File: src/hdl/rsec_pkg.sv
// Shared types, constants and register codes of the sensor event conditioner.
package rsec_pkg;

  localparam int LEVEL_W     = 10;
  localparam int BUMP_PORT_W = 8;
  localparam int VALUE_W     = 8;
  localparam int KIND_W      = 3;
  localparam int CFG_INDEX_W = 8;
  localparam int NUM_EV      = 4;

  localparam int DEF_HISTORY_DEPTH = 8;
  localparam int DEF_BUMPER_WIDTH  = 8;
  localparam int DEF_QUEUE_DEPTH   = 4;

  // Threshold reset values
  localparam logic [LEVEL_W-1:0] RST_BEACON_HIGH = LEVEL_W'(750);
  localparam logic [LEVEL_W-1:0] RST_BEACON_LOW  = LEVEL_W'(350);
  localparam logic [LEVEL_W-1:0] RST_TRACK_HIGH  = LEVEL_W'(400);
  localparam logic [LEVEL_W-1:0] RST_TRACK_LOW   = LEVEL_W'(300);

  // Register indexes
  localparam logic [CFG_INDEX_W-1:0] CFG_BEACON_HIGH = CFG_INDEX_W'(0);
  localparam logic [CFG_INDEX_W-1:0] CFG_BEACON_LOW  = CFG_INDEX_W'(1);
  localparam logic [CFG_INDEX_W-1:0] CFG_TRACK_HIGH  = CFG_INDEX_W'(2);
  localparam logic [CFG_INDEX_W-1:0] CFG_TRACK_LOW   = CFG_INDEX_W'(3);

  // Event mask bit positions, in emission order
  localparam int EVB_BEACON = 0;
  localparam int EVB_BUMPER = 1;
  localparam int EVB_TOP    = 2;
  localparam int EVB_TRACK  = 3;

  typedef enum logic [KIND_W-1:0] {
    EV_BEACON_FOUND = 3'd0,
    EV_BEACON_LOST  = 3'd1,
    EV_BUMPER       = 3'd2,
    EV_TOP_BUMPER   = 3'd3,
    EV_TRACK_FOUND  = 3'd4,
    EV_TRACK_LOST   = 3'd5
  } ev_kind_t;

  typedef struct packed {
    logic [LEVEL_W-1:0] beacon_hi;
    logic [LEVEL_W-1:0] beacon_lo;
    logic [LEVEL_W-1:0] track_hi;
    logic [LEVEL_W-1:0] track_lo;
  } cfg_t;

  // One tick's worth of events, as queued between front and back
  typedef struct packed {
    logic [NUM_EV-1:0]  mask;
    logic               beacon_on;
    logic [VALUE_W-1:0] bump_val;
    logic [VALUE_W-1:0] top_val;
    logic               track_found;
    logic [1:0]         track_flags;
  } rsec_rec_t;

endpackage

File: src/hdl/robot_sensor_event_conditioner_unit.sv
// Top level of the robot sensor event conditioner.
//
// Each transfer on the input side is one sampling tick: a beacon level, two
// bumper bit sets and the right/left track-wire levels. The beacon goes through
// a hysteresis detector, each bumper set is debounced over the last
// HISTORY_DEPTH samples, and the track wire uses dual hysteresis with one flag
// per side (bit0 right, bit1 left). A tick yields zero to four events, always
// ordered beacon, bumper, top bumper, track, and the final event of a tick has
// last_event set. Throughput: the front end takes one tick per clock as long as
// the record queue (QUEUE_DEPTH entries) has room; the back end puts out one
// event per clock while its output register is empty or popped. The events of
// a tick reach the result side through the record queue and the output
// register. Thresholds are written through the cfg channel, which is always
// ready; writes to indexes above 3 are dropped. Write thresholds only while no
// tick is in flight.
module robot_sensor_event_conditioner_unit
  import rsec_pkg::*;
#(
  parameter int HISTORY_DEPTH = DEF_HISTORY_DEPTH,
  parameter int BUMPER_WIDTH  = DEF_BUMPER_WIDTH,
  parameter int QUEUE_DEPTH   = DEF_QUEUE_DEPTH
) (
  input  logic                   clk,
  input  logic                   rst_n,
  // tick input
  input  logic                   in_push,
  output logic                   in_full,
  input  logic [LEVEL_W-1:0]     in_beacon_level,
  input  logic [BUMP_PORT_W-1:0] in_bumper_bits,
  input  logic [BUMP_PORT_W-1:0] in_top_bumper_bits,
  input  logic [LEVEL_W-1:0]     in_track_right_level,
  input  logic [LEVEL_W-1:0]     in_track_left_level,
  // event output
  output logic                   out_empty,
  input  logic                   out_pop,
  output logic [KIND_W-1:0]      out_event_kind,
  output logic [VALUE_W-1:0]     out_event_value,
  output logic                   out_last_event,
  // threshold writes
  input  logic                   cfg_valid,
  output logic                   cfg_ready,
  input  logic [CFG_INDEX_W-1:0] cfg_index,
  input  logic [LEVEL_W-1:0]     cfg_data
);

  cfg_t      cfg_r, cfg_nxt;
  logic      q_full, q_empty, q_wr, q_rd;
  rsec_rec_t q_wdata, q_rdata;

  // Threshold registers: registered writes, never back-pressured.
  assign cfg_ready = 1'b1;

  always_comb begin
    cfg_nxt = cfg_r;
    if (cfg_valid) begin
      unique case (cfg_index)
        CFG_BEACON_HIGH: cfg_nxt.beacon_hi = cfg_data;
        CFG_BEACON_LOW:  cfg_nxt.beacon_lo = cfg_data;
        CFG_TRACK_HIGH:  cfg_nxt.track_hi  = cfg_data;
        CFG_TRACK_LOW:   cfg_nxt.track_lo  = cfg_data;
        default:         cfg_nxt = cfg_r;
      endcase
    end
  end

  always_ff @(posedge clk) begin
    if (!rst_n) begin
      cfg_r.beacon_hi <= RST_BEACON_HIGH;
      cfg_r.beacon_lo <= RST_BEACON_LOW;
      cfg_r.track_hi  <= RST_TRACK_HIGH;
      cfg_r.track_lo  <= RST_TRACK_LOW;
    end else begin
      cfg_r <= cfg_nxt;
    end
  end

  // Front: detectors and debounce, one tick per clock while the queue has room.
  rsec_front #(
    .HISTORY_DEPTH (HISTORY_DEPTH),
    .BUMPER_WIDTH  (BUMPER_WIDTH)
  ) u_front (
    .clk                  (clk),
    .rst_n                (rst_n),
    .cfg                  (cfg_r),
    .in_push              (in_push),
    .in_full              (in_full),
    .in_beacon_level      (in_beacon_level),
    .in_bumper_bits       (in_bumper_bits),
    .in_top_bumper_bits   (in_top_bumper_bits),
    .in_track_right_level (in_track_right_level),
    .in_track_left_level  (in_track_left_level),
    .q_full               (q_full),
    .q_wr                 (q_wr),
    .q_data               (q_wdata)
  );

  // Queue of tick records; decouples tick intake from event drain.
  rsec_fifo #(
    .DEPTH (QUEUE_DEPTH)
  ) u_fifo (
    .clk     (clk),
    .rst_n   (rst_n),
    .wr_en   (q_wr),
    .wr_data (q_wdata),
    .full    (q_full),
    .rd_en   (q_rd),
    .rd_data (q_rdata),
    .empty   (q_empty)
  );

  // Back: one event per clock into the output register while it is empty or popped.
  rsec_back u_back (
    .clk             (clk),
    .rst_n           (rst_n),
    .q_data          (q_rdata),
    .q_empty         (q_empty),
    .q_rd            (q_rd),
    .out_empty       (out_empty),
    .out_pop         (out_pop),
    .out_event_kind  (out_event_kind),
    .out_event_value (out_event_value),
    .out_last_event  (out_last_event)
  );

endmodule

File: src/hdl/rsec_debounce.sv
// Debounce of one bumper bit set over a ring of past samples.
module rsec_debounce
  import rsec_pkg::*;
#(
  parameter int HISTORY_DEPTH = DEF_HISTORY_DEPTH,
  parameter int BUMPER_WIDTH  = DEF_BUMPER_WIDTH
) (
  input  logic                    clk,
  input  logic                    rst_n,
  input  logic                    en,
  input  logic [BUMPER_WIDTH-1:0] sample,
  output logic                    ev
);

  localparam int SLOT_W = $clog2(HISTORY_DEPTH);

  logic [BUMPER_WIDTH-1:0] hist_r [HISTORY_DEPTH];
  logic [SLOT_W-1:0]       slot_r, slot_nxt;
  logic [BUMPER_WIDTH-1:0] rep_r, rep_nxt;
  logic                    stable;

  // The slot being written matches by definition; check the others.
  always_comb begin
    stable = 1'b1;
    for (int i = 0; i < HISTORY_DEPTH; i++) begin
      if (SLOT_W'(i) != slot_r && hist_r[i] != sample) begin
        stable = 1'b0;
      end
    end
  end

  assign ev = stable && (sample != '0) && (sample != rep_r);

  always_comb begin
    slot_nxt = (slot_r == SLOT_W'(HISTORY_DEPTH - 1)) ? '0 : slot_r + 1'b1;
    if (sample == '0) begin
      rep_nxt = '0;
    end else if (ev) begin
      rep_nxt = sample;
    end else begin
      rep_nxt = rep_r;
    end
  end

  always_ff @(posedge clk) begin
    if (!rst_n) begin
      for (int i = 0; i < HISTORY_DEPTH; i++) begin
        hist_r[i] <= '0;
      end
      slot_r <= '0;
      rep_r  <= '0;
    end else if (en) begin
      hist_r[slot_r] <= sample;
      slot_r         <= slot_nxt;
      rep_r          <= rep_nxt;
    end
  end

endmodule

File: src/hdl/rsec_front.sv
// Front end: accepts ticks, runs the detectors and queues the events of a tick.
module rsec_front
  import rsec_pkg::*;
#(
  parameter int HISTORY_DEPTH = DEF_HISTORY_DEPTH,
  parameter int BUMPER_WIDTH  = DEF_BUMPER_WIDTH
) (
  input  logic                   clk,
  input  logic                   rst_n,
  input  cfg_t                   cfg,
  input  logic                   in_push,
  output logic                   in_full,
  input  logic [LEVEL_W-1:0]     in_beacon_level,
  input  logic [BUMP_PORT_W-1:0] in_bumper_bits,
  input  logic [BUMP_PORT_W-1:0] in_top_bumper_bits,
  input  logic [LEVEL_W-1:0]     in_track_right_level,
  input  logic [LEVEL_W-1:0]     in_track_left_level,
  input  logic                   q_full,
  output logic                   q_wr,
  output rsec_rec_t              q_data
);

  logic                    accept;
  logic                    beacon_r, beacon_nxt;
  logic                    track_r, track_nxt;
  logic [1:0]              flags_r, flags_nxt;
  logic [BUMPER_WIDTH-1:0] bump_s, top_s;
  logic                    bump_ev, top_ev, beacon_ev, track_ev;
  logic                    r_hi, r_lo, l_hi, l_lo;

  assign in_full = q_full;
  assign accept  = in_push && !q_full;

  // Bits above the configured bumper width are dropped.
  assign bump_s = BUMPER_WIDTH'(in_bumper_bits);
  assign top_s  = BUMPER_WIDTH'(in_top_bumper_bits);

  rsec_debounce #(
    .HISTORY_DEPTH (HISTORY_DEPTH),
    .BUMPER_WIDTH  (BUMPER_WIDTH)
  ) u_db_bump (
    .clk    (clk),
    .rst_n  (rst_n),
    .en     (accept),
    .sample (bump_s),
    .ev     (bump_ev)
  );

  rsec_debounce #(
    .HISTORY_DEPTH (HISTORY_DEPTH),
    .BUMPER_WIDTH  (BUMPER_WIDTH)
  ) u_db_top (
    .clk    (clk),
    .rst_n  (rst_n),
    .en     (accept),
    .sample (top_s),
    .ev     (top_ev)
  );

  always_comb begin
    if (in_beacon_level > cfg.beacon_hi) begin
      beacon_nxt = 1'b1;
    end else if (in_beacon_level < cfg.beacon_lo) begin
      beacon_nxt = 1'b0;
    end else begin
      beacon_nxt = beacon_r;
    end
  end

  assign r_hi = in_track_right_level > cfg.track_hi;
  assign r_lo = in_track_right_level < cfg.track_lo;
  assign l_hi = in_track_left_level > cfg.track_hi;
  assign l_lo = in_track_left_level < cfg.track_lo;

  // Side flags move only while some side is above the high level.
  always_comb begin
    flags_nxt = flags_r;
    track_nxt = track_r;
    if (r_hi || l_hi) begin
      track_nxt = 1'b1;
      if (r_hi) begin
        flags_nxt[0] = 1'b1;
      end else if (r_lo) begin
        flags_nxt[0] = 1'b0;
      end
      if (l_hi) begin
        flags_nxt[1] = 1'b1;
      end else if (l_lo) begin
        flags_nxt[1] = 1'b0;
      end
    end else if (r_lo && l_lo) begin
      track_nxt = 1'b0;
    end
  end

  assign beacon_ev = beacon_nxt != beacon_r;
  // Reported flags always equal the held flags after a tick.
  assign track_ev  = (track_nxt != track_r) || (flags_nxt != flags_r);

  always_comb begin
    q_data                   = '0;
    q_data.mask[EVB_BEACON]  = beacon_ev;
    q_data.mask[EVB_BUMPER]  = bump_ev;
    q_data.mask[EVB_TOP]     = top_ev;
    q_data.mask[EVB_TRACK]   = track_ev;
    q_data.beacon_on         = beacon_nxt;
    q_data.bump_val          = VALUE_W'(bump_s);
    q_data.top_val           = VALUE_W'(top_s);
    q_data.track_found       = track_nxt;
    q_data.track_flags       = flags_nxt;
  end

  // Ticks without events never reach the queue.
  assign q_wr = accept && (beacon_ev || bump_ev || top_ev || track_ev);

  always_ff @(posedge clk) begin
    if (!rst_n) begin
      beacon_r <= 1'b0;
      track_r  <= 1'b0;
      flags_r  <= '0;
    end else if (accept) begin
      beacon_r <= beacon_nxt;
      track_r  <= track_nxt;
      flags_r  <= flags_nxt;
    end
  end

endmodule

File: src/hdl/rsec_fifo.sv
// Short queue of tick records between front and back.
module rsec_fifo
  import rsec_pkg::*;
#(
  parameter int DEPTH = DEF_QUEUE_DEPTH
) (
  input  logic      clk,
  input  logic      rst_n,
  input  logic      wr_en,
  input  rsec_rec_t wr_data,
  output logic      full,
  input  logic      rd_en,
  output rsec_rec_t rd_data,
  output logic      empty
);

  localparam int PTR_W = $clog2(DEPTH);
  localparam int CNT_W = $clog2(DEPTH + 1);

  rsec_rec_t        mem_r [DEPTH];
  logic [PTR_W-1:0] wp_r, rp_r;
  logic [CNT_W-1:0] cnt_r;

  assign full    = cnt_r == CNT_W'(DEPTH);
  assign empty   = cnt_r == '0;
  assign rd_data = mem_r[rp_r];

  always_ff @(posedge clk) begin
    if (wr_en) begin
      mem_r[wp_r] <= wr_data;
    end
  end

  always_ff @(posedge clk) begin
    if (!rst_n) begin
      wp_r  <= '0;
      rp_r  <= '0;
      cnt_r <= '0;
    end else begin
      if (wr_en) begin
        wp_r <= (wp_r == PTR_W'(DEPTH - 1)) ? '0 : wp_r + 1'b1;
      end
      if (rd_en) begin
        rp_r <= (rp_r == PTR_W'(DEPTH - 1)) ? '0 : rp_r + 1'b1;
      end
      if (wr_en && !rd_en) begin
        cnt_r <= cnt_r + 1'b1;
      end else if (rd_en && !wr_en) begin
        cnt_r <= cnt_r - 1'b1;
      end
    end
  end

  a_no_overflow: assert property (@(posedge clk) disable iff (!rst_n)
    wr_en |-> !full)
    else $error("queue written while full");

  a_no_underflow: assert property (@(posedge clk) disable iff (!rst_n)
    rd_en |-> !empty)
    else $error("queue read while empty");

  a_count_up: assert property (@(posedge clk) disable iff (!rst_n)
    (wr_en && !rd_en) |=> cnt_r == $past(cnt_r) + 1'b1)
    else $error("queue count did not track a lone write");

endmodule

File: src/hdl/rsec_back.sv
// Back end: splits queued tick records into single events on the result port.
module rsec_back
  import rsec_pkg::*;
(
  input  logic               clk,
  input  logic               rst_n,
  input  rsec_rec_t          q_data,
  input  logic               q_empty,
  output logic               q_rd,
  output logic               out_empty,
  input  logic               out_pop,
  output logic [KIND_W-1:0]  out_event_kind,
  output logic [VALUE_W-1:0] out_event_value,
  output logic               out_last_event
);

  rsec_rec_t          work_r;
  logic [NUM_EV-1:0]  mask_r, mask_nxt;
  logic               ovalid_r;
  ev_kind_t           kind_r, kind_nxt;
  logic [VALUE_W-1:0] value_r, value_nxt;
  logic               last_r;

  logic               adv, have, use_work;
  rsec_rec_t          src;
  logic [NUM_EV-1:0]  src_mask;

  assign adv      = !ovalid_r || out_pop;
  assign use_work = mask_r != '0;
  assign have     = use_work || !q_empty;
  assign src      = use_work ? work_r : q_data;
  assign src_mask = use_work ? mask_r : q_data.mask;
  assign q_rd     = adv && !use_work && !q_empty;
  // Clear the lowest pending event
  assign mask_nxt = src_mask & (src_mask - 1'b1);

  always_comb begin
    if (src_mask[EVB_BEACON]) begin
      kind_nxt  = src.beacon_on ? EV_BEACON_FOUND : EV_BEACON_LOST;
      value_nxt = '0;
    end else if (src_mask[EVB_BUMPER]) begin
      kind_nxt  = EV_BUMPER;
      value_nxt = src.bump_val;
    end else if (src_mask[EVB_TOP]) begin
      kind_nxt  = EV_TOP_BUMPER;
      value_nxt = src.top_val;
    end else begin
      kind_nxt  = src.track_found ? EV_TRACK_FOUND : EV_TRACK_LOST;
      value_nxt = VALUE_W'(src.track_flags);
    end
  end

  always_ff @(posedge clk) begin
    if (q_rd) begin
      work_r <= q_data;
    end
    if (adv && have) begin
      kind_r  <= kind_nxt;
      value_r <= value_nxt;
      last_r  <= mask_nxt == '0;
    end
  end

  always_ff @(posedge clk) begin
    if (!rst_n) begin
      ovalid_r <= 1'b0;
      mask_r   <= '0;
    end else if (adv) begin
      ovalid_r <= have;
      if (have) begin
        mask_r <= mask_nxt;
      end
    end
  end

  assign out_empty       = !ovalid_r;
  assign out_event_kind  = kind_r;
  assign out_event_value = value_r;
  assign out_last_event  = last_r;

  a_pending_shown: assert property (@(posedge clk) disable iff (!rst_n)
    (mask_r != '0) |-> ovalid_r)
    else $error("events pending behind an empty output");

  a_take_when_done: assert property (@(posedge clk) disable iff (!rst_n)
    q_rd |-> (mask_r == '0))
    else $error("record taken while previous one still pending");

  a_last_ends: assert property (@(posedge clk) disable iff (!rst_n)
    (ovalid_r && !out_last_event) |-> (mask_r != '0))
    else $error("non-final event with nothing left of its tick");

endmodule

File: config.mk
export PLATFORM = sky130hd
export DESIGN_NAME = robot_sensor_event_conditioner_unit
export DESIGN_NICKNAME = d
export VERILOG_FILES = /design/src/hdl/rsec_pkg.sv /design/src/hdl/robot_sensor_event_conditioner_unit.sv /design/src/hdl/rsec_debounce.sv /design/src/hdl/rsec_front.sv /design/src/hdl/rsec_fifo.sv /design/src/hdl/rsec_back.sv
export SDC_FILE = /design/constraint.sdc
export NUM_CORES = 1
export LEC_CHECK = 0
export ABC_AREA = 1
export BUFFER_PORTS_ARGS = -buffer_cell sky130_fd_sc_hd__buf_4
export CAP_MARGIN = 20
export CORE_MARGIN = 2
export CORE_UTILIZATION = 60
export DETAILED_ROUTE_END_ITERATION = 7
export PLACE_DENSITY_LB_ADDON = 0.15
export SLEW_MARGIN = 20
export SYNTH_ARGS = -nofsm -noshare
export SYNTH_HDL_FRONTEND = slang
export SYNTH_SLANG_ARGS = --single-unit
File: constraint.sdc
create_clock -name clk -period 7 [get_ports clk]
set_input_delay 0.7 -clock clk [delete_from_list [all_inputs] [get_ports clk]]
set_output_delay 0.7 -clock clk [all_outputs]
set_load 0.05 [all_outputs]
## Yosys cells after proc, flatten, opt, wreduce, memory -nomap -nowiden

Memory sizes are Yosys's and may differ from the RTL's. A register that Yosys moved wholly into a read port is not among the register bits.
Cells that the tools add are included.

- Bits in registers: 110
- Bits in writable memories: 224
- Bits of input ports: 69
- Memories: 3

- $add $sub $neg: 7
- Magnitude comparators: 6
- Equal/unequal tests: 43
- Muxes and demuxes: 58
- Bitwise logic cells: 1
- Reductions and logical operators: 63

Memories:

| name | depth | bits a word | read ports | clocked after memory_dff | write ports | line | RTL |
|---|---|---|---|---|---|---|---|
| u_fifo.mem_r | 4 | 24 | 1 | 1 | 1 | rsec_fifo.sv:20 | `rsec_rec_t mem_r [DEPTH];` |
| u_front.u_db_bump.hist_r | 8 | 8 | 8 | 0 | 8 | rsec_debounce.sv:17 | `logic [BUMPER_WIDTH-1:0] hist_r [HISTORY_DEPTH];` |
| u_front.u_db_top.hist_r | 8 | 8 | 8 | 0 | 8 | rsec_debounce.sv:17 |  |

Operators with widths:

| cell | number |
|---|---|
| inequality test 8 bit | 18 |
| two-way mux 8 bit | 8 |
| two-way mux 1 bit | 34 |
| greater-than comparator 10 bit | 3 |
| less-than comparator 10 bit | 3 |
| logical AND 1 bit | 28 |
| two-way mux 3 bit | 9 |
| logical NOT 8 bit | 3 |
| inequality test 3 bit, first input constant | 8 |
| two-way mux 20 bit | 1 |
| == test 8 x 2 -> 1 bit, second input constant | 2 |
| nonzero test 8 bit | 2 |
| OR reduction 8 bit | 2 |
| AND reduction 2 bit | 7 |
| inequality test 2 x 3 -> 1 bit, first input constant | 4 |
| two-way mux 2 bit | 5 |
| adder 3 x 1 -> 3 bit, second input constant | 3 |
| == test 3 bit, second input constant | 3 |
| == test 8 x 1 -> 1 bit, second input constant | 1 |
| logical OR 1 bit | 7 |
| logical NOT 1 bit | 6 |
| inequality test 1 x 3 -> 1 bit, first input constant | 2 |
| nonzero test 2 bit | 3 |
| nonzero test 3 bit | 2 |
| 11 further kinds | 14 |

## Depth between registers and ports, before layout

Gate-level depths: netlist (run 1).
An unclocked memory read counts as a cell.

- Word-level depth: 21
- Mapped depth: 24

## Hierarchy

Synthesis (run 1) repeated with hierarchy kept, for this count alone.

- Cells, all modules: 1910
- Area, all modules: 17703.2 sq um

Modules (own cells, without submodules):

| module | times used | cells an instance | area an instance (sq um) | sequential area each (sq um) |
|---|---|---|---|---|
| rsec_debounce | 2 | 449 | 4058.9 | 2142.1 |
| rsec_fifo | 1 | 291 | 4184.0 | 3062.9 |
| rsec_front | 1 | 320 | 2029.4 | 80.1 |
| robot_sensor_event_conditioner_unit | 1 | 225 | 1705.4 | 800.8 |
| rsec_back | 1 | 176 | 1666.6 | 1011.0 |

## Least setup slack after synthesis (run 1)

OpenSTA, ideal clock, no wires.

- Path type: input to register
- From: input port out_pop
- To: register u_fifo.cnt_r[1]
- Library setup time: 0.120 ns
- Arrival: 3.400 ns
- Setup slack: 3.480 ns
- Cell stages on the path: 8
- Buffers on the path: 0
- Cell sequence: nor2_1 -> nor3_1 -> inv_1 -> ha_1 -> inv_1 -> fa_1 -> o21ai_0 -> a21oi_1

- Word-level cells in the longest chain between the ends: 6

Ends and longest elaborated chain:

| what | line | RTL |
|---|---|---|
| from (decl) | robot_sensor_event_conditioner_unit.sv:35 | `input logic out_pop,` |
| logical OR 1 bit * | rsec_back.sv:28 | `assign adv = !ovalid_r \|\| out_pop;` |
| logical AND 1 bit * (2 in a row) | rsec_back.sv:33 | `assign q_rd = adv && !use_work && !q_empty;` |
| named net q_rd | robot_sensor_event_conditioner_unit.sv:47 | `logic q_full, q_empty, q_wr, q_rd;` |
| logical NOT 1 bit | rsec_fifo.sv:46 | `if (wr_en && !rd_en) begin` |
| logical AND 1 bit | rsec_fifo.sv:46 |  |
| two-way mux 3 bit or nonzero test 2 bit (tied branches) | n/a |  |
| to (signal assigned) | rsec_fifo.sv:47 | `cnt_r <= cnt_r + 1'b1;` |
| to (signal assigned) | rsec_fifo.sv:49 | `cnt_r <= cnt_r - 1'b1;` |
| to (decl) | rsec_fifo.sv:22 | `logic [CNT_W-1:0] cnt_r;` |

Mark *: on every way through the listed nets, which the timed path passes. The rest lies on a longest branch.
A chain may end at the register's enable or synchronous reset.

## Worst setup path in the final report (run 1)

- From: input port in_top_bumper_bits[5]
- To: register u_fifo.cnt_r[2]

- Word-level cells in the longest chain between the ends: 18

Ends and longest elaborated chain:

| what | line | RTL |
|---|---|---|
| from (decl) | robot_sensor_event_conditioner_unit.sv:30 | `input logic [BUMP_PORT_W-1:0] in_top_bumper_bits,` |
| inequality test 8 bit | rsec_debounce.sv:26 | `if (SLOT_W'(i) != slot_r && hist_r[i] != sample) begin` |
| logical AND 1 bit | rsec_debounce.sv:26 |  |
| two-way mux 1 bit (8 in a row) | rsec_debounce.sv:26 |  |
| logical AND 1 bit | rsec_debounce.sv:32 | `assign ev = stable && (sample != '0) && (sample != rep_r);` |
| logical AND 1 bit * | rsec_debounce.sv:32 |  |
| logical OR 1 bit * (2 in a row) | rsec_front.sv:114 | `assign q_wr = accept && (beacon_ev \|\| bump_ev \|\| top_ev \|\| track_ev);` |
| logical AND 1 bit * | rsec_front.sv:114 |  |
| named net q_wr | robot_sensor_event_conditioner_unit.sv:47 |  |
| logical NOT 1 bit | rsec_fifo.sv:48 | `end else if (rd_en && !wr_en) begin` |
| logical AND 1 bit | rsec_fifo.sv:48 |  |
| nonzero test 2 bit (no line) | n/a |  |

Marks and branches as above.

==> results.yml, run 1 <==
synth:
  ys_seq_area_frac: 0.561
  synth_flop_cell: "edfxtp_1"
  synth.cell_area_sq_um: 16500
  synth_cell_types: 49
  synth.avg_cell_area_sq_um: 9.60
  synth_seq_cells: 334
  ys_warn_count: 0
  synthCells: 1717
  synth-edff-count: 255
  synthArstFlopShare: 0
  postSynthNetCount: 1862
sta:
  fin_crit_sh: 0.487
  worstMarginPinSlew_ps: 963
  maxSlewViolCount: 0
  setup_ws_ps: 3590
  slew_headroom: 0.358
  min_period_ps: 3410
  finalClockSkew_ps: 20.7
  holdWs_ps: 453
  finalSetupViolations: 0
  max_freq_ghz: 0.293
  hold_viol: 0
  setup_tns_ps: 0
  rsz0062_at_grt: "no"
grt:
  antenna_found_initial: 0
  grtUsageTotal: 0.256
  grt_max_degree: 88
  gr-total-overflow: 0
  grt_pass1_vias: 11600
  grt_pass1_wl_mm: 58.1
worst_setup_path:
  end_kind: "register"
  rrSetupSlack_ps: 3620
  required_ps: 7390
  setup.worst_path.class: "primary input to register"
  crit_arrival_ps: 3800
  startpoint_type: "primary input"
  critPathMaxStageDelay_ps: 450
  cpMaxStageDelayCell: "fa_1"
  path_cells: "buf_4 -> inv_1 -> nand2_1 -> nand2_1 -> nand2_1 -> nor2_1 -> nand2_1 -> nand2_1 -> nand2_1 -> nor2_2 -> nand3_2 -> nand2_1 -> inv_1 -> nand3_2 -> nand2_1 -> inv_1 -> ha_1 -> inv_1 -> fa_1 -> a21oi_1 -> o21ai_0 -> o21ai_0 -> a21oi_1"
  path_max_fanout: 15
  cpMostUsedCell: "nand2_1"
routing:
  drt-met1-wl_mm: 15.7
  wl_met2_mm: 17.4
  highest_layer: "met4"
  post_drt_wl_per_cell_um: 16.7
  drc_errors: 0
  vias: 11800
  met3_length_mm: 1.92
  drt_first_pass_iters: 5
  routed_via_density: 5.46
  detail_route.wirelength_mm: 36.0
  drtIter0Drc: 876
  drt.antenna.violating_nets: 0
place:
  place_area_sq_um: 17200
  dpl_worst_slack_ps: 3120
  port_buffers: 82
  gp_congestion: 0.873
  dp_hpwl_mm: 23.8
power:
  p_leak_nw: 7.93
  ir_drop_mv: 0.215
  power_density_nw_per_um2: 326
  internal_power_mw: 4.21
  switching_power_mw: 1.84
  power_frac_seq: 0.421
  switching_share: 0.304
  power_frac_comb: 0.230
  power_frac_clock: 0.349
clocking:
  post-cts-setup-buffers: 0
  cts_buffers: 37
  cts-root-buf: "clkbuf_16"
  htreeDepth: 2
  clock-sinks: 334
  cts_resized: 0
  cts_tree: "built"
  hold_buffers: 0
  clock_path_buffers: 3
  clk_latency_ps: 520
  clkTransAtPathRegs_ps: 60
final_layout:
  fillers: 2083
  final_cell_mix: "nand2_1, nor2_1, edfxtp_1"
  mostFrequentLayoutCell: "nand2_1"
  multi_input_comb_area_sq_um: 6210
  antenna_cells: 0
  syn_to_final_growth_pct: 12.6
  register_area_sq_um: 9240
  final_nets: 1928
  design_area_sq_um: 18500
  drive_above_1_share: 0.103
floorplanning:
  die_h_um: 170
  rows: 60
  die_area_sq_um: 28800
  ioPinCount: 84
  coreArea_sq_um: 27000
  start_util: 0.611
  die_x_um: 170
run_status:
  status: "completed"
job:
  cap_violations: 0
hold_path:
  holdCritPathClass: "primary input to register"
[final timing paths]
path	startpoint	end	cells past startpoint
hold reg to reg	cfg_r[27]$_SDFFE_PN0P_	cfg_r[27]$_SDFFE_PN0P_	2
setup / recovery	in_top_bumper_bits[5]	u_fifo.cnt_r[2]$_SDFFE_PN0P_	23
setup reg to reg	cfg_r[19]$_SDFFE_PN0P_	u_fifo.cnt_r[2]$_SDFFE_PN0P_	21
hold / removal	cfg_data[9]	cfg_r[39]$_SDFFE_PN1P_	3
[cell type report]
type	count	share of cell area
Clock buffer	49	0.0584
Clock inverter	19	0.0146
Inverter	170	0.0348
Multi-Input combinational cell	1151	0.335
Sequential cell	334	0.498
Tap cell	341	0.0230
Timing Repair Buffer	89	0.0360
[worst max-delay path, delay by kind of cell]
| family | cells | cell delay, ps |
|---|---|---|
| AND/OR/NAND/NOR | 12 | 1160 |
| AO/OA/AOI/OAI | 4 | 510 |
| buffers and inverters | 5 | 810 |
| adder cells (fa/ha/maj) | 2 | 590 |
[Yosys cell counts, types with 4 or more instances]
library cell	n	area (sq um)
nand2_1	360	1350
nor2_1	285	1070
edfxtp_1	255	7660
inv_1	155	582
o21ai_0	105	526
xnor2_1	93	815
a21oi_1	80	400
dfxtp_1	79	1580
ha_1	75	938
xor2_1	26	228
o22ai_1	24	150
clkbuf_1	23	86.3
nand3_1	21	105
o211ai_1	21	158
buf_2	14	70.1
buf_4	14	105
buf_6	10	113
nand4_1	8	50.1
inv_2	7	26.3
clkinv_1	6	22.5
nand2_2	5	31.3
nor3_1	4	20.0
nor4_1	4	25.0
o21ai_1	4	20.0
[flip-flops by register name, indices dropped and copies added, names as in the netlist, 2 cells and up, named ones only]
register                  flops
cfg_r                        40
u_back.mask_r                 3
u_back.out_event_kind         3
u_back.out_event_value        8
u_back.work_r                19
u_fifo.cnt_r                  3
u_fifo.mem_r                 96
u_fifo.rp_r                   2
u_fifo.wp_r                   2
u_front.flags_r               2
u_front.u_db_bump.hist_r     64
u_front.u_db_bump.rep_r       8
u_front.u_db_bump.slot_r      3
u_front.u_db_top.hist_r      64
u_front.u_db_top.rep_r        8
u_front.u_db_top.slot_r       3
[through the flow]
step | power [mW] | util | instances
4_1_cts | 6.06 | 0.688 | 2153
2_1_floorplan | 3.58 | - | 1717
3_5_place_dp | 3.96 | 0.638 | 2085
6_report | 6.05 | 0.688 | 2153
5_1_grt | 6.33 | 0.688 | 2153
3_3_place_gp | 3.92 | 0.638 | 2085
[logic make-up (layout without fill, tap and decap cells)]
logic type	Yosys count	after routing	synth area share
xor+xnor	119	119	0.0633
buf+inv	232	327	0.0631
flops	334	334	0.561
other cells	1	1	0.000228
simple gates	701	701	0.169
compound gates	254	254	0.0860
fa+ha+maj	76	76	0.0582
[power groups by stage]
stage | clock, mW | sequential, mW | combinational [mW]
floorplan | 0 | 2.69 | 0.886
global placement | 0 | 2.57 | 1.35
detailed placement | 0 | 2.58 | 1.38
CTS | 2.13 | 2.54 | 1.39
global route | 2.22 | 2.57 | 1.55
finish | 2.11 | 2.54 | 1.39
[layer usage]
metal,track usage,vias to the layer above
met3,0.0326,83
met4,0.0851,0
met1,0.334,5556
met2,0.445,309
li1,-,5803
met5,0,-
Note: power is estimated with default switching activity, not from simulation.
==> inputs of run 2 (changes only) <==
--- a/config.mk
+++ b/config.mk
@@ -9,7 +9,7 @@
 export BUFFER_PORTS_ARGS = -buffer_cell sky130_fd_sc_hd__buf_4
 export CAP_MARGIN = 20
 export CORE_MARGIN = 2
-export CORE_UTILIZATION = 60
+export CORE_UTILIZATION = 56
 export DETAILED_ROUTE_END_ITERATION = 7
 export PLACE_DENSITY_LB_ADDON = 0.15
 export SLEW_MARGIN = 20
==> constraint.sdc (replaced) <==
create_clock -name clk -period 3.1 [get_ports clk]
set_input_delay 0.31 -clock clk [delete_from_list [all_inputs] [get_ports clk]]
set_output_delay 0.31 -clock clk [all_outputs]
set_load 0.05 [all_outputs]
==> results.yml, run 2 (synthesis gave the netlist of run 1 again) <==
run_status:
  status: "completed"
job:
  cap_violations: 0
clocking:
  htreeDepth: 2
  cts_buffers: 36
  cts_tree: "built"
  clock_path_buffers: 3
  hold_buffers: 0
  clk_latency_ps: 540
  cts-root-buf: "clkbuf_16"
  clock-sinks: 334
  clkTransAtPathRegs_ps: 60
worst_setup_path:
  cp_top_family: "simple AND/OR/NAND/NOR gates"
  path_cells: "inv_1 -> ha_1 -> nand2_1 -> a21oi_1 -> nor2_1 -> nand3_2 -> nand2_2 -> nand2_1 -> inv_1 -> nand3_1 -> nand2_2 -> nor2_4 -> nand3_2 -> nand2_1 -> inv_1 -> ha_1 -> inv_2 -> fa_2 -> a21oi_1 -> o21ai_1 -> o21ai_1 -> a21oi_1"
  path_max_fanout: 3
  critPathMaxStageDelay_ps: 380
  required_ps: 3520
  cp.buffers_inverters: 4
  crit_arrival_ps: 3320
  setup.worst_path.class: "register to register"
  startpoint_type: "register"
  end_kind: "register"
  cpMaxStageDelayCell: "fa_2"
power:
  totalPowerFinal_mw: 13.4
  switching_share: 0.313
  power_frac_comb: 0.243
  ir_drop_mv: 0.437
  p_leak_nw: 8.07
  power_frac_seq: 0.429
  power_frac_clock: 0.327
  switching_power_mw: 4.20
  power_density_nw_per_um2: 710
  internal_power_mw: 9.21
sta:
  max_freq_ghz: 0.344
  setup_tns_ps: 0
  finalClockSkew_ps: 16.3
  worstMarginPinSlew_ps: 952
  slew_headroom: 0.366
  maxSlewViolCount: 0
  hold_viol: 0
  rsz0062_at_grt: "yes"
  finalSetupViolations: 0
  fin_crit_sh: 0.937
  min_period_ps: 2900
routing:
  post_drt_wl_per_cell_um: 16.3
  drt_first_pass_iters: 5
  drc_errors: 0
  routed_via_density: 5.32
  detail_route.wirelength_mm: 36.4
  vias: 11900
  drt.antenna.violating_nets: 0
  drtIter0Drc: 805
grt:
  gr-total-overflow: 0
  grt_max_degree: 87
  grtUsageTotal: 0.238
  grt_pass1_vias: 11500
  grt_pass1_wl_mm: 57.7
  antenna_found_initial: 0
final_layout:
  regMostFlops: "u_fifo.mem_r"
  final_cell_mix: "nand2_1, nor2_1, edfxtp_1"
  final_nets: 1968
  drive_above_1_share: 0.133
  mostFrequentLayoutCell: "nand2_1"
  reg_top3: "u_fifo.mem_r (96), u_front.u_db_bump.hist_r (64), u_front.u_db_top.hist_r (64)"
  antenna_cells: 0
  syn_to_final_growth_pct: 14.6
  largest_reg_flops: 96
  design_area_sq_um: 18900
  fillers: 2285
place:
  port_buffers: 82
  place_area_sq_um: 17500
  dp_hpwl_mm: 24.5
  gp_congestion: 0.871
floorplanning:
  die_h_um: 176
  die_x_um: 176
  coreArea_sq_um: 28900
  rows: 62
  start_util: 0.571
  die_area_sq_um: 30800
  ioPinCount: 84
hold_path:
  holdCritPathClass: "primary input to register"
run 2: layer usage:
layer,vias to the layer above,share of wire,global-route usage
met4,0,0.028,0.0809
li1,5886,-,-
met3,81,0.046,0.0320
met2,340,0.48,0.408
met1,5574,0.44,0.312
met5,-,0,0
run 2: repair_timing:
item | CTS | global route
setup endpoints to repair | 0 | 2
setup buffers | 0 | 3
resized for setup | 0 | 27
run 2: layout make-up:
type / instances / area [sq um] / area share
clock buffers: 55 / 1060 / 0.0563
well taps: 384 / 480 / 0.0255
multi-input cells: 1151 / 6290 / 0.333
clock inverters: 11 / 168 / 0.00888
flip-flops and latches: 334 / 9240 / 0.490
inverters: 170 / 646 / 0.0342
repair buffers: 130 / 988 / 0.0524
run 2: stage by stage:
step,utilization,cells,hold WS [ps],worst slack (ps)
5_1_grt,0.654,2235,45.6,-63.2
4_1_cts,0.651,2232,31.6,61.0
3_3_place_gp,0.608,2166,451,89.7
2_1_floorplan,-,1717,409,8.87
6_report,0.654,2235,45.6,195
3_5_place_dp,0.608,2166,456,0.989
run 2: power by group through the flow:
stage | Clock, mW | Combinational (mW) | Sequential (mW)
floorplan | 0 | 2.00 | 6.07
global route | 4.61 | 3.63 | 5.81
global placement | 0 | 3.16 | 5.83
finish | 4.39 | 3.26 | 5.76
CTS | 4.45 | 3.24 | 5.75
detailed placement | 0 | 3.21 | 5.85
run 2: path summary, 6_finish.rpt:
path	startpoint	cells past startpoint	end	slack (ps)
worst max-delay path	cfg_r[19]$_SDFFE_PN0P_	22	u_fifo.cnt_r[2]$_SDFFE_PN0P_	200
worst min-delay path	cfg_data[5]	3	cfg_r[35]$_SDFFE_PN1P_	50
worst max register to register	cfg_r[19]$_SDFFE_PN0P_	22	u_fifo.cnt_r[2]$_SDFFE_PN0P_	200
worst min register to register	cfg_r[27]$_SDFFE_PN0P_	2	cfg_r[27]$_SDFFE_PN0P_	460
run 2: tightest hold or removal path, delay by kind of cell:
kind | cells | cell delay (ps)
AOI/OAI and AO/OA | 1 | 60
and+or+nand+nor | 1 | 50
buffers and inverters | 1 | 110
